==> config.mk <==
export PLATFORM = sky130hd
export DESIGN_NAME = wall_light_band_split_flat
export DESIGN_NICKNAME = d
export VERILOG_FILES = /design/src/design/wlbs_pkg.sv /design/src/design/wlbs_chan.sv /design/src/design/wall_light_band_split.sv /design/src/design/wlbs_in_reg.sv /design/src/design/wlbs_split_core.sv /design/src/flat_wrapper.sv
export SDC_FILE = /design/constraint.sdc
export NUM_CORES = 1
export LEC_CHECK = 0
export ABC_AREA = 1
export BUFFER_PORTS_ARGS = -buffer_cell sky130_fd_sc_hd__buf_4
export CORE_ASPECT_RATIO = 0.9
export CORE_UTILIZATION = 45
export CTS_BUF_LIST = sky130_fd_sc_hd__clkbuf_4 sky130_fd_sc_hd__clkbuf_8
export DETAILED_ROUTE_END_ITERATION = 12
export GPL_TIMING_DRIVEN = 0
export PLACE_DENSITY_LB_ADDON = 0.15
export SLEW_MARGIN = 20
export SYNTH_ARGS = -nofsm -noshare
export SYNTH_HDL_FRONTEND = slang
export SYNTH_SLANG_ARGS = --single-unit
==> constraint.sdc <==
create_clock -name clk -period 13.5 [get_ports clk]
set_clock_uncertainty 0.05 [all_clocks]
set_input_delay 2.7 -clock clk [delete_from_list [all_inputs] [get_ports clk]]
set_output_delay 2.7 -clock clk [all_outputs]
set_load 0.05 [all_outputs]
==> src/design/wlbs_pkg.sv <==
// Package for the wall light band splitter.
// Holds the word layouts of the light, band and configuration channels and fixed widths.
// No dependencies.
`default_nettype none

package wlbs_pkg;

    localparam int HEIGHT_W = 32;
    localparam int INDEX_W  = 8;
    localparam int BANDS_W  = 8;

    typedef logic signed [HEIGHT_W-1:0] height_t;

    typedef struct packed {
        logic    no_lights;
        logic    is_last_light;
        height_t wall_top_left;
        height_t wall_top_right;
        height_t wall_bottom_left;
        height_t wall_bottom_right;
        height_t cut_left;
        height_t cut_right;
    } light_t;

    typedef struct packed {
        logic               band_valid;
        height_t            band_top_left;
        height_t            band_top_right;
        height_t            band_bottom_left;
        height_t            band_bottom_right;
        logic [INDEX_W-1:0] light_index;
        logic               keeps_own_light;
        logic               wall_done;
        logic               crosses_band;
    } band_t;

    typedef logic [BANDS_W-1:0] cfg_t;

    localparam cfg_t MAX_BANDS_RESET = cfg_t'(64);

endpackage

`default_nettype wire

==> src/design/wlbs_chan.sv <==
// Valid/ready channel interface used by every channel of the wall light band splitter.
// The payload type is a parameter; the package supplies the word layouts.
`default_nettype none

interface wlbs_chan #(
    parameter type payload_t = logic
);
    logic     valid;
    logic     ready;
    payload_t data;

    modport source (output valid, output data, input ready);
    modport sink   (input valid, input data, output ready);
endinterface

`default_nettype wire

==> src/design/wall_light_band_split.sv <==
// Top level of the wall light band splitter: configuration register, input register, core.
// Depends on wlbs_pkg, wlbs_chan, wlbs_in_reg and wlbs_split_core.
//
//   Channel   Dir  Word     Content
//   lights    in   light_t  one light of a wall with the wall bounds
//   bands     out  band_t   one result word for each light word
//   cfg       in   cfg_t    max_bands, bands emitted per wall at most
//
// One light word taken per cycle unless bands stalls; it passes input and result registers.
// The per-wall running state sits in a single register set updated once per word.
// A stalled result holds the core; the input register then fills and lights.ready drops.
// Reset clears all wall state and sets max_bands to 64; cfg.ready is always high.
`default_nettype none

module wall_light_band_split
    import wlbs_pkg::*;
#(
    parameter int MAX_LIGHTS = 256
)(
    input  wire logic clk,
    input  wire logic rst_n,
    wlbs_chan.sink    lights,
    wlbs_chan.source  bands,
    wlbs_chan.sink    cfg
);

    localparam int CNT_CAP = ((MAX_LIGHTS - 1) > 255) ? 255 : (MAX_LIGHTS - 1);

    cfg_t   max_bands_reg;
    logic   item_valid;
    light_t item;
    logic   advance;

    assign cfg.ready = 1'b1;

    always_ff @(posedge clk or negedge rst_n)
    begin
        if (!rst_n)
        begin
            max_bands_reg <= MAX_BANDS_RESET;
        end
        else if (cfg.valid)
        begin
            max_bands_reg <= cfg.data;
        end
    end

    wlbs_in_reg u_in_reg (
        .clk        (clk),
        .rst_n      (rst_n),
        .lights     (lights),
        .advance    (advance),
        .item_valid (item_valid),
        .item       (item)
    );

    wlbs_split_core #(
        .CNT_CAP (CNT_CAP)
    ) u_core (
        .clk        (clk),
        .rst_n      (rst_n),
        .item_valid (item_valid),
        .item       (item),
        .max_bands  (max_bands_reg),
        .advance    (advance),
        .bands      (bands)
    );

endmodule

`default_nettype wire

==> src/design/wlbs_in_reg.sv <==
// Input register of the wall light band splitter: holds one light word for the core.
// Depends on wlbs_pkg and the wlbs_chan interface.
`default_nettype none

module wlbs_in_reg
    import wlbs_pkg::*;
(
    input  wire logic clk,
    input  wire logic rst_n,
    wlbs_chan.sink    lights,
    input  wire logic advance,
    output logic      item_valid,
    output light_t    item
);

    logic   valid_reg;
    logic   valid_next;
    light_t item_reg;
    logic   load;

    // The register frees up in the same cycle that the core consumes its word.
    assign lights.ready = !valid_reg || advance;
    assign load         = lights.valid && lights.ready;

    always_comb
    begin
        valid_next = valid_reg;
        if (load)
        begin
            valid_next = 1'b1;
        end
        else if (advance)
        begin
            valid_next = 1'b0;
        end
    end

    always_ff @(posedge clk or negedge rst_n)
    begin
        if (!rst_n)
        begin
            valid_reg <= 1'b0;
        end
        else
        begin
            valid_reg <= valid_next;
        end
    end

    always_ff @(posedge clk)
    begin
        if (load)
        begin
            item_reg <= lights.data;
        end
    end

    assign item_valid = valid_reg;
    assign item       = item_reg;

endmodule

`default_nettype wire

==> src/design/wlbs_split_core.sv <==
// Band decision logic, per-wall running state and result register of the splitter.
// Depends on wlbs_pkg and the wlbs_chan interface.
`default_nettype none

module wlbs_split_core
    import wlbs_pkg::*;
#(
    parameter int CNT_CAP = 255
)(
    input  wire logic   clk,
    input  wire logic   rst_n,
    input  wire logic   item_valid,
    input  wire light_t item,
    input  wire cfg_t   max_bands,
    output logic        advance,
    wlbs_chan.source    bands
);

    localparam logic [INDEX_W-1:0] CAP = INDEX_W'(CNT_CAP);

    height_t             top_left_reg, top_right_reg;
    height_t             top_left_next, top_right_next;
    logic [INDEX_W-1:0]  count_reg, count_next;
    logic [BANDS_W-1:0]  emitted_reg, emitted_next;
    logic                finished_reg, finished_next;
    logic                decided_reg, decided_next;
    logic                cross_reg, cross_next;

    logic                res_valid_reg;
    band_t               res_reg, res_next;

    height_t             rt_left, rt_right;
    height_t             bot_left, bot_right, cut_l, cut_r;
    logic                room;
    logic                emit;
    height_t             e_top_l, e_top_r, e_bot_l, e_bot_r;
    logic                e_own;
    logic                cut_below_top;
    logic                cut_at_bottom;
    logic                cut_above_top;
    logic                cut_above_wall;

    assign advance = item_valid && (!res_valid_reg || bands.ready);

    always_comb
    begin
        bot_left  = item.wall_bottom_left;
        bot_right = item.wall_bottom_right;
        cut_l     = item.cut_left;
        cut_r     = item.cut_right;
        // The running top is taken from the wall top on a wall's first word.
        rt_left   = (count_reg == '0) ? item.wall_top_left  : top_left_reg;
        rt_right  = (count_reg == '0) ? item.wall_top_right : top_right_reg;

        cut_above_top  = (cut_l >= rt_left) && (cut_r >= rt_right);
        cut_at_bottom  = (cut_l <= bot_left) && (cut_r <= bot_right);
        cut_below_top  = (cut_l <= rt_left) && (cut_r <= rt_right)
                         && ((cut_l != rt_left) || (cut_r != rt_right));
        cut_above_wall = (cut_l >= item.wall_top_left) && (cut_r >= item.wall_top_right);

        top_left_next  = rt_left;
        top_right_next = rt_right;
        count_next     = count_reg;
        emitted_next   = emitted_reg;
        finished_next  = finished_reg;
        decided_next   = decided_reg;
        cross_next     = cross_reg;

        emit    = 1'b0;
        e_top_l = rt_left;
        e_top_r = rt_right;
        e_bot_l = bot_left;
        e_bot_r = bot_right;
        e_own   = 1'b0;

        res_next = '0;

        if (item.no_lights)
        begin
            // The word is the whole wall; any open wall is dropped.
            emit    = 1'b1;
            e_top_l = item.wall_top_left;
            e_top_r = item.wall_top_right;
            e_own   = 1'b1;
        end
        else if (!item.is_last_light)
        begin
            if (!decided_reg && !cut_above_wall)
            begin
                decided_next = 1'b1;
                cross_next   = !cut_at_bottom;
            end
            if (!finished_reg)
            begin
                if (cut_above_top)
                begin
                    emit = 1'b0;
                end
                else if (cut_at_bottom)
                begin
                    emit          = 1'b1;
                    e_own         = (count_reg == '0);
                    finished_next = 1'b1;
                end
                else
                begin
                    if (cut_below_top)
                    begin
                        emit           = 1'b1;
                        e_own          = (count_reg == '0);
                        e_bot_l        = cut_l;
                        e_bot_r        = cut_r;
                        top_left_next  = cut_l;
                        top_right_next = cut_r;
                    end
                    if ((top_left_next == bot_left) && (top_right_next == bot_right))
                    begin
                        finished_next = 1'b1;
                    end
                end
            end
            if (count_reg < CAP)
            begin
                count_next = count_reg + 1'b1;
            end
        end
        else
        begin
            emit = !finished_reg;
        end

        // Without a light list the band count starts over from zero.
        room = item.no_lights ? (max_bands != '0) : (emitted_reg < max_bands);
        emit = emit && room && ((e_top_l > e_bot_l) || (e_top_r > e_bot_r));

        if (emit)
        begin
            res_next.band_valid        = 1'b1;
            res_next.band_top_left     = e_top_l;
            res_next.band_top_right    = e_top_r;
            res_next.band_bottom_left  = e_bot_l;
            res_next.band_bottom_right = e_bot_r;
            res_next.light_index       = item.no_lights ? '0 : count_reg;
            res_next.keeps_own_light   = e_own;
            emitted_next               = emitted_reg + 1'b1;
        end

        if (item.no_lights || item.is_last_light)
        begin
            res_next.wall_done    = 1'b1;
            res_next.crosses_band = !item.no_lights && decided_reg && cross_reg;
            top_left_next  = '0;
            top_right_next = '0;
            count_next     = '0;
            emitted_next   = '0;
            finished_next  = 1'b0;
            decided_next   = 1'b0;
            cross_next     = 1'b0;
        end
    end

    always_ff @(posedge clk or negedge rst_n)
    begin
        if (!rst_n)
        begin
            top_left_reg  <= '0;
            top_right_reg <= '0;
            count_reg     <= '0;
            emitted_reg   <= '0;
            finished_reg  <= 1'b0;
            decided_reg   <= 1'b0;
            cross_reg     <= 1'b0;
            res_valid_reg <= 1'b0;
        end
        else
        begin
            if (advance)
            begin
                top_left_reg  <= top_left_next;
                top_right_reg <= top_right_next;
                count_reg     <= count_next;
                emitted_reg   <= emitted_next;
                finished_reg  <= finished_next;
                decided_reg   <= decided_next;
                cross_reg     <= cross_next;
                res_valid_reg <= 1'b1;
            end
            else if (bands.ready)
            begin
                res_valid_reg <= 1'b0;
            end
        end
    end

    always_ff @(posedge clk)
    begin
        if (advance)
        begin
            res_reg <= res_next;
        end
    end

    assign bands.valid = res_valid_reg;
    assign bands.data  = res_reg;

endmodule

`default_nettype wire

==> src/flat_wrapper.sv <==
// flat-port wrapper written by rule: the top's interface ports become plain ports
module wall_light_band_split_flat import wlbs_pkg::*;
#(
    parameter int MAX_LIGHTS = 256
)
  (clk, rst_n, lights_valid, lights_data, lights_ready, bands_valid, bands_data, bands_ready, cfg_valid, cfg_data, cfg_ready);
  wlbs_chan #(.payload_t(light_t)) lights_i ();
  wlbs_chan #(.payload_t(band_t)) bands_i ();
  wlbs_chan #(.payload_t(cfg_t)) cfg_i ();
  input  wire logic clk;
  input  wire logic rst_n;
  input wire logic [$bits(lights_i.valid)-1:0] lights_valid;
  input wire logic [$bits(lights_i.data)-1:0] lights_data;
  output wire logic [$bits(lights_i.ready)-1:0] lights_ready;
  output wire logic [$bits(bands_i.valid)-1:0] bands_valid;
  output wire logic [$bits(bands_i.data)-1:0] bands_data;
  input wire logic [$bits(bands_i.ready)-1:0] bands_ready;
  input wire logic [$bits(cfg_i.valid)-1:0] cfg_valid;
  input wire logic [$bits(cfg_i.data)-1:0] cfg_data;
  output wire logic [$bits(cfg_i.ready)-1:0] cfg_ready;
  assign lights_i.valid = lights_valid;
  assign lights_i.data = lights_data;
  assign lights_ready = lights_i.ready;
  assign bands_valid = bands_i.valid;
  assign bands_data = bands_i.data;
  assign bands_i.ready = bands_ready;
  assign cfg_i.valid = cfg_valid;
  assign cfg_i.data = cfg_data;
  assign cfg_ready = cfg_i.ready;
  wall_light_band_split #(.MAX_LIGHTS(MAX_LIGHTS)) u_core (.clk(clk), .rst_n(rst_n), .lights(lights_i), .bands(bands_i), .cfg(cfg_i));
endmodule
-- After elaboration in Yosys (flattened, before gate mapping)
Index checks and enable logic that the tools add are counted.
- flip-flop bits (word level): 427
- output and inout port bits: 143
- word-level logic and storage cells: 166
- add/subtract/negate cells: 2
- magnitude comparators: 12
- equality and inequality tests: 6
- muxes and demuxes: 81
- bitwise logic cells: 1
- reduce and logical (&&, ||, !) cells: 37
- operator list (cell ; number):
    2-to-1 mux 32 bit ; 40
    2-to-1 mux 138 bit ; 1
    >= comparator 32 bit ; 4
    <= comparator 32 bit ; 4
    equality test 32 bit ; 2
    > comparator 32 bit ; 2
    != test 32 bit ; 2
    2-to-1 mux 8 bit ; 7
    2-to-1 mux 1 bit ; 32
    adder 8 x 1 -> 8 bit (second input constant) ; 2
    logical AND 1 bit ; 13
    nonzero test 2 bit ; 5
    zero test 8 bit ; 1
    less-than comparator 8 bit ; 1
    less-than comparator 8 bit (second input constant) ; 1
    AND reduction 4 bit ; 2
    nonzero test 8 bit ; 1
    zero test 1 bit ; 7
    logical OR 1 bit ; 5
    != test 2 bit (second input constant) ; 2
    AND reduction 3 bit ; 1
    2-to-1 mux 2 bit ; 1
    AND reduction 2 bit ; 1
    OR reduction 2 bit ; 1
    NOT 1 bit ; 1

-- Depth between registers and ports, before layout
- depth in word-level cells: 20
- depth in mapped cells: 50

-- Cells and area by module
Synthesis repeated with hierarchy kept, for this count alone.
- cell total of the unflattened synthesis: 2937
- area, all modules: 25766.0 sq um
- by module, submodules not included (module ; instances ; cells an instance ; area an instance (sq um)):
    wlbs_split_core ; 1 ; 2701 ; 19577.5
    wlbs_in_reg ; 1 ; 200 ; 5870.6
    wall_light_band_split ; 1 ; 36 ; 317.8

-- Least setup slack after synthesis
OpenSTA, ideal clock, no wires.
- kind: in2reg
- start point: input bands_ready
- end point: register u_core.u_in_reg.item_reg, in the netlist u_core.u_in_reg.item[0], enable pin
- arrival: 7.028 ns
- required time: 12.905 ns
- path slack: 5.877 ns
- cell stages on the path: 4
- buffers on the path: 0
- cell sequence: inv_1 > nand3_1 > nand2_1 > inv_1
- cells in the longest elaborated chain, start to end: 4
- ends and longest elaborated chain (element ; line ; source):
    start: declaration ; flat_wrapper.sv:17 ; input wire logic [$bits(bands_i.ready)-1:0] bands_ready;
    logical OR 1 bit ; wlbs_split_core.sv:43 ; assign advance = item_valid && (!res_valid_reg || bands.ready);
    logical AND 1 bit ; wlbs_split_core.sv:43 ;
    logical OR 1 bit ; wlbs_in_reg.sv:22 ; assign lights.ready = !valid_reg || advance;
    net lights_ready ; flat_wrapper.sv:14 ; output wire logic [$bits(lights_i.ready)-1:0] lights_ready;
    logical AND 1 bit ; wlbs_in_reg.sv:23 ; assign load = lights.valid && lights.ready;
    net u_core.u_in_reg.load ; wlbs_in_reg.sv:19 ; logic load;
    end signal: assignment ; wlbs_in_reg.sv:54 ; item_reg <= lights.data;
    end: declaration ; wlbs_in_reg.sv:18 ; light_t item_reg;
The timed path passes the listed nets, and every way through them passes these cells.
A chain may end at the register's enable or synchronous reset.

-- Final worst setup path
- start point: register u_core.u_core.count_reg[0]
- end point: register u_core.u_core.res_reg, in the netlist u_core.u_core.bands.data[73], data pin
- cells in the longest elaborated chain, start to end: 14
- elaborated cells on any way between the ends: 38
- ends and longest elaborated chain (element ; line ; source):
    start: declaration ; wlbs_split_core.sv:23 ; logic [INDEX_W-1:0] count_reg, count_next;
    start signal: assignment ; wlbs_split_core.sv:181 ; count_reg <= count_next;
    zero test 8 bit * ; wlbs_split_core.sv:52, wlbs_split_core.sv:53 ;
    2-to-1 mux 32 bit, on equally long branches ; wlbs_split_core.sv:52, wlbs_split_core.sv:53 ;
    <= comparator 32 bit / != test 32 bit (equally long branches) ; wlbs_split_core.sv:57, wlbs_split_core.sv:58 ;
    logical AND 1 bit / logical OR 1 bit (equally long branches) ; wlbs_split_core.sv:57, wlbs_split_core.sv:58 ;
    logical AND 1 bit ; wlbs_split_core.sv:58 ; && ((cut_l != rt_left) || (cut_r != rt_right));
    2-to-1 mux 32 bit ; wlbs_split_core.sv:107 ; if (cut_below_top)
    2-to-1 mux 32 bit ; wlbs_split_core.sv:99 ; else if (cut_at_bottom)
    2-to-1 mux 32 bit ; wlbs_split_core.sv:95 ; if (cut_above_top)
    2-to-1 mux 32 bit ; wlbs_split_core.sv:93 ; if (!finished_reg)
    2-to-1 mux 32 bit ; wlbs_split_core.sv:86 ; else if (!item.is_last_light)
    2-to-1 mux 32 bit ; wlbs_split_core.sv:78 ; if (item.no_lights)
    > comparator 32 bit ; wlbs_split_core.sv:134 ; emit = emit && room && ((e_top_l > e_bot_l) || (e_top_r > e_bot_r));
    logical OR 1 bit ; wlbs_split_core.sv:134 ;
    logical AND 1 bit ; wlbs_split_core.sv:134 ;
    end signal: assignment ; wlbs_split_core.sv:199 ; res_reg <= res_next;
    end: declaration ; wlbs_split_core.sv:30 ; band_t res_reg, res_next;
Every way passes the cells marked *; elsewhere a longest branch is shown, timed or not.

==> metrics.md <==
| Metric | Value |
|---|---|
| Routability Congestion | `a little under 1` |
| Pint | `3.27 mW` |
| Netlist cell types | `44` |
| Standard-cell rows | `~80` |
| Worst min-delay path class | `reg2reg` |
| Number of antenna violations at the first check in global routing | `4` |
| GRT Overall Usage | `about a third` |
| Max Root-Sink Buffers | `3` |
| Synth Net Count | `about 3400` |
| DR iter-0 viols | `around 2800` |
| RR Startpoint | `u_core.u_core.count_reg[0]$_DFFE_PN0P_` |
| Ys async rst share | `a little over a fifth` |
| Final Net Count | `about 3800` |
| I/O Buffers | `between 300 and 400` |
| Core box area | `around 0.056 mm2` |
| Worst Path Arrival | `around 13 ns` |
| Area leader, netlist | `edfxtp_1` |
| CTS tree | `done` |
| Largest cells by area after synthesis | `edfxtp_1, ha_1, nand2_1` |
| Slew @ Worst Pin | `approximately 1.2 ns` |
| Maximum VDD drop | `~0.00011 V` |
| P_leak | `approximately 15 nW` |
| Slowest stage delay, CP | `0.82 ns` |
| Final setup vio count | `0` |
| Worst-path clk slew | `approximately 0.060 ns` |
| Final critical-path share of the clock period | `roughly 90%` |
| Crit path kind | `reg2reg` |
| I/O pin cnt | `between 300 and 400` |
| Fin Setup TNS | `0 ns` |
| Max-slew headroom | `between 20% and 30%` |
| Status | `finished clean` |
| Design area | `approximately 0.031 mm2` |
| Req. time, crit path | `~14 ns` |
| #FFs+latches synth | `427` |
| Power density over the cells | `between 150 and 200 mW/mm2` |
| FILL cells | `approximately 5200` |
| Reg2Reg Depth | `32` |
| Total number of vias | `23700` |
| Via/cell ratio | `around 5.7` |
| GR Overflow Total | `0` |
| Synth Area in Adders | `about an eighth` |
| Final Max Tran Viols | `0` |
| Post-synthesis compound-gate area fraction | `between 10 and 15%` |
| FF-to-FF End | `u_core.u_core.bands.data[73]$_SDFFCE_PN0P_` |
| DIE WIDTH | `approximately 250 um` |
| Fin crit period | `around 12 ns` |
| Final hold vios | `0` |
| RSZ-0062 raised after global routing | `no` |
| CP Launch Type | `register` |
| CTS resizes | `0` |
| Routed WL | `between 90000 and 100000 um` |
| Die area | `0.0579 mm2` |
| Switch share | `45.8%` |
| WL per Instance | `around 24 um` |
| Die Height | `between 200 and 250 um` |
| Area grow syn2layout | `21.3%` |
| Synthesis Warnings | `0` |
| Global-route wire length before repair | `143000 um` |
| Multi-input gate area | `~0.011 mm2` |
| Switching Power | `roughly 2.8 mW` |
| Hold endpoint | `u_core.u_core.top_left_reg[3]$_DFFE_PN0P_` |
| Syn Area/Cell | `between 8 and 9 um2` |
| Register area | `0.0124 mm2` |
| Fraction of layout cells with a size suffix above 1 | `~16%` |
| Maxcap violations | `0` |
| DRC viols | `0` |
| DP Area | `about 0.03 mm2` |
| Antenna Nets Post-Route | `0` |
| Drt first pass iters | `6` |
| Hold Crit Start | `u_core.u_core.top_left_reg[3]$_DFFE_PN0P_` |
| Postcts setup bufs | `0` |
| Post-Syn Area | `~0.026 mm2` |
| Initial Util | `between 40% and 50%` |
| Most common cell in the netlist | `nand2_1` |
| Slowest CP cell | `clkbuf_1` |
| Top fanout value on the critical path | `10` |
| CTS root buf | `clkbuf_8` |
| Largest net degree at the start of global routing | `roughly 110` |
| Hold path depth | `1` |
| Flop-to-flop setup slack | `between 1 and 1.5 ns` |
| Post-synthesis mux area share | `0%` |
| Dominant cell type by count on the critical path | `clkbuf_1` |
| H-tree depth | `3` |
| Area share of the largest cell type after synthesis | `about 39%` |
| Synth Area in XOR/XNOR | `0.171%` |
| Largest family of logic cells by synthesized area | `simple AND/OR/NAND/NOR gates` |
| Simple-gate area share of the yosys netlist | `approximately a fifth` |
| Hold buffer count at CTS | `0` |
| Clock Power Share | `23.4%` |
| CP Capture Type | `register` |
| DP HPWL | `between 70000 and 80000 um` |
| Clk_lat worst skew | `roughly 0.71 ns` |
| Vias in the first global route | `roughly 23000` |
| Commonest cells in the netlist | `nand2_1, inv_1, edfxtp_1, ha_1, o21ai_0` |
| Clock sinks | `~430` |
| Number of synthesized flops with an enable pin | `approximately 330` |
| Flop pwr share | `approximately 30%` |
| Post-synthesis sequential area ratio | `~48%` |
| Fmax | `slightly above 80 MHz` |
| Synth Instances | `a little under 3000` |
| Top FF cell, synth | `edfxtp_1` |
| Max FFs per register | `between 150 and 200` |
| CTS Buf Count | `74` |
| Logic pwr share | `between 40% and 50%` |
critical path: cells and delay by family, from the launching register on:
family	cells	cell delay (ns)
adder cells (fa/ha/maj)	3	1.13
AO/OA/AOI/OAI	5	1.45
flip-flops	1	0.37
buffers and inverters	8	4.24
AND/OR/NAND/NOR	16	4.60
layer usage:
layer | wire length [um] | track usage, % | vias to the layer above
met3 | 10500 | 7.82 | 246
met5 | 0 | 0 | -
met2 | 42400 | 50.8 | 1314
met1 | 42400 | 48.3 | 11300
li1 | - | - | 10800
met4 | 3870 | 12.7 | 0
how the worst max path moves through the flow:
stage | startpoint | endpoint | slack (ns)
after floorplan | bands_ready | u_core.u_in_reg.item[0]$_DFFE_PP_ | 5.88
after detailed placement | u_core.u_core.count_reg[0]$_DFFE_PN0P_ | u_core.u_core.bands.data[73]$_SDFFCE_PN0P_ | 1.88
after global routing | u_core.u_core.count_reg[0]$_DFFE_PN0P_ | u_core.u_core.bands.data[74]$_SDFFCE_PN0P_ | 1.33
final | u_core.u_core.count_reg[0]$_DFFE_PN0P_ | u_core.u_core.bands.data[73]$_SDFFCE_PN0P_ | 1.30
after CTS | u_core.u_core.count_reg[0]$_DFFE_PN0P_ | u_core.u_core.bands.data[73]$_SDFFCE_PN0P_ | 1.82
after global placement | u_core.u_core.count_reg[0]$_DFFE_PN0P_ | u_core.u_core.bands.data[73]$_SDFFCE_PN0P_ | 1.70
layout by cell type (no fill, tap or decap), types with 6 or more instances in the layout:
| master | n |
|---|---|
| clkbuf_4 | 18 |
| a21oi_1 | 128 |
| or2_2 | 27 |
| edfxtp_1 | 334 |
| buf_4 | 359 |
| clkbuf_8 | 82 |
| clkbuf_2 | 6 |
| inv_1 | 396 |
| nand4_1 | 31 |
| clkbuf_1 | 51 |
| o21ai_1 | 34 |
| nor4_1 | 9 |
| bufinv_16 | 12 |
| nand3b_1 | 8 |
| o211ai_1 | 36 |
| ha_1 | 266 |
| buf_2 | 29 |
| nor2_1 | 224 |
| dfrtp_1 | 92 |
| nand2_1 | 681 |
| o21ai_0 | 249 |
| nand3_1 | 192 |
| a32o_1 | 23 |
| nor3_1 | 23 |
| a211oi_1 | 11 |
| clkinv_1 | 12 |
power by group through the flow:
stage / Clock [mW] / Sequential (mW) / Combinational (mW)
2_1_floorplan: 0 / 2.18 / 1.29
3_3_place_gp: 0 / 1.86 / 2.66
3_5_place_dp: 0 / 1.84 / 2.71
4_1_cts: 1.44 / 1.81 / 2.73
5_1_grt: 1.49 / 1.83 / 2.99
6_report: 1.41 / 1.82 / 2.81
area by class of cell:
class / count / area share [%]
timing repair buffer: 353 / 8.81
clock inverter: 37 / 1.60
clock buffer: 99 / 4.04
tap: 756 / 3.04
antenna: 1 / 0.00805
inverter: 398 / 4.83
sequential: 427 / 39.7
buffer: 103 / 1.54
multi-input combinational: 1990 / 36.4
cell families (layout without fill, tap and decap cells):
| group | Yosys count | after routing |
|---|---|---|
| other cells | 1 | 2 |
| flops | 427 | 427 |
| compound gates | 508 | 508 |
| xor+xnor | 5 | 5 |
| fa+ha+maj | 266 | 266 |
| buf+inv | 501 | 990 |
| simple gates | 1210 | 1210 |
metrics by stage:
step / std cells / hold slack (ns) / setup slack [ns] / utilization [%] / power, mW
2_1_floorplan: 2918 / 0.403 / 5.88 / - / 3.47
3_3_place_gp: 4022 / 0.418 / 1.70 / 52.1 / 4.52
3_5_place_dp: 4027 / 0.428 / 1.88 / 52.4 / 4.55
4_1_cts: 4163 / 0.443 / 1.82 / 55.5 / 5.98
5_1_grt: 4164 / 0.459 / 1.33 / 55.5 / 6.31
6_report: 4164 / 0.440 / 1.30 / 55.5 / 6.03
Power figures use the tool's default switching activity.
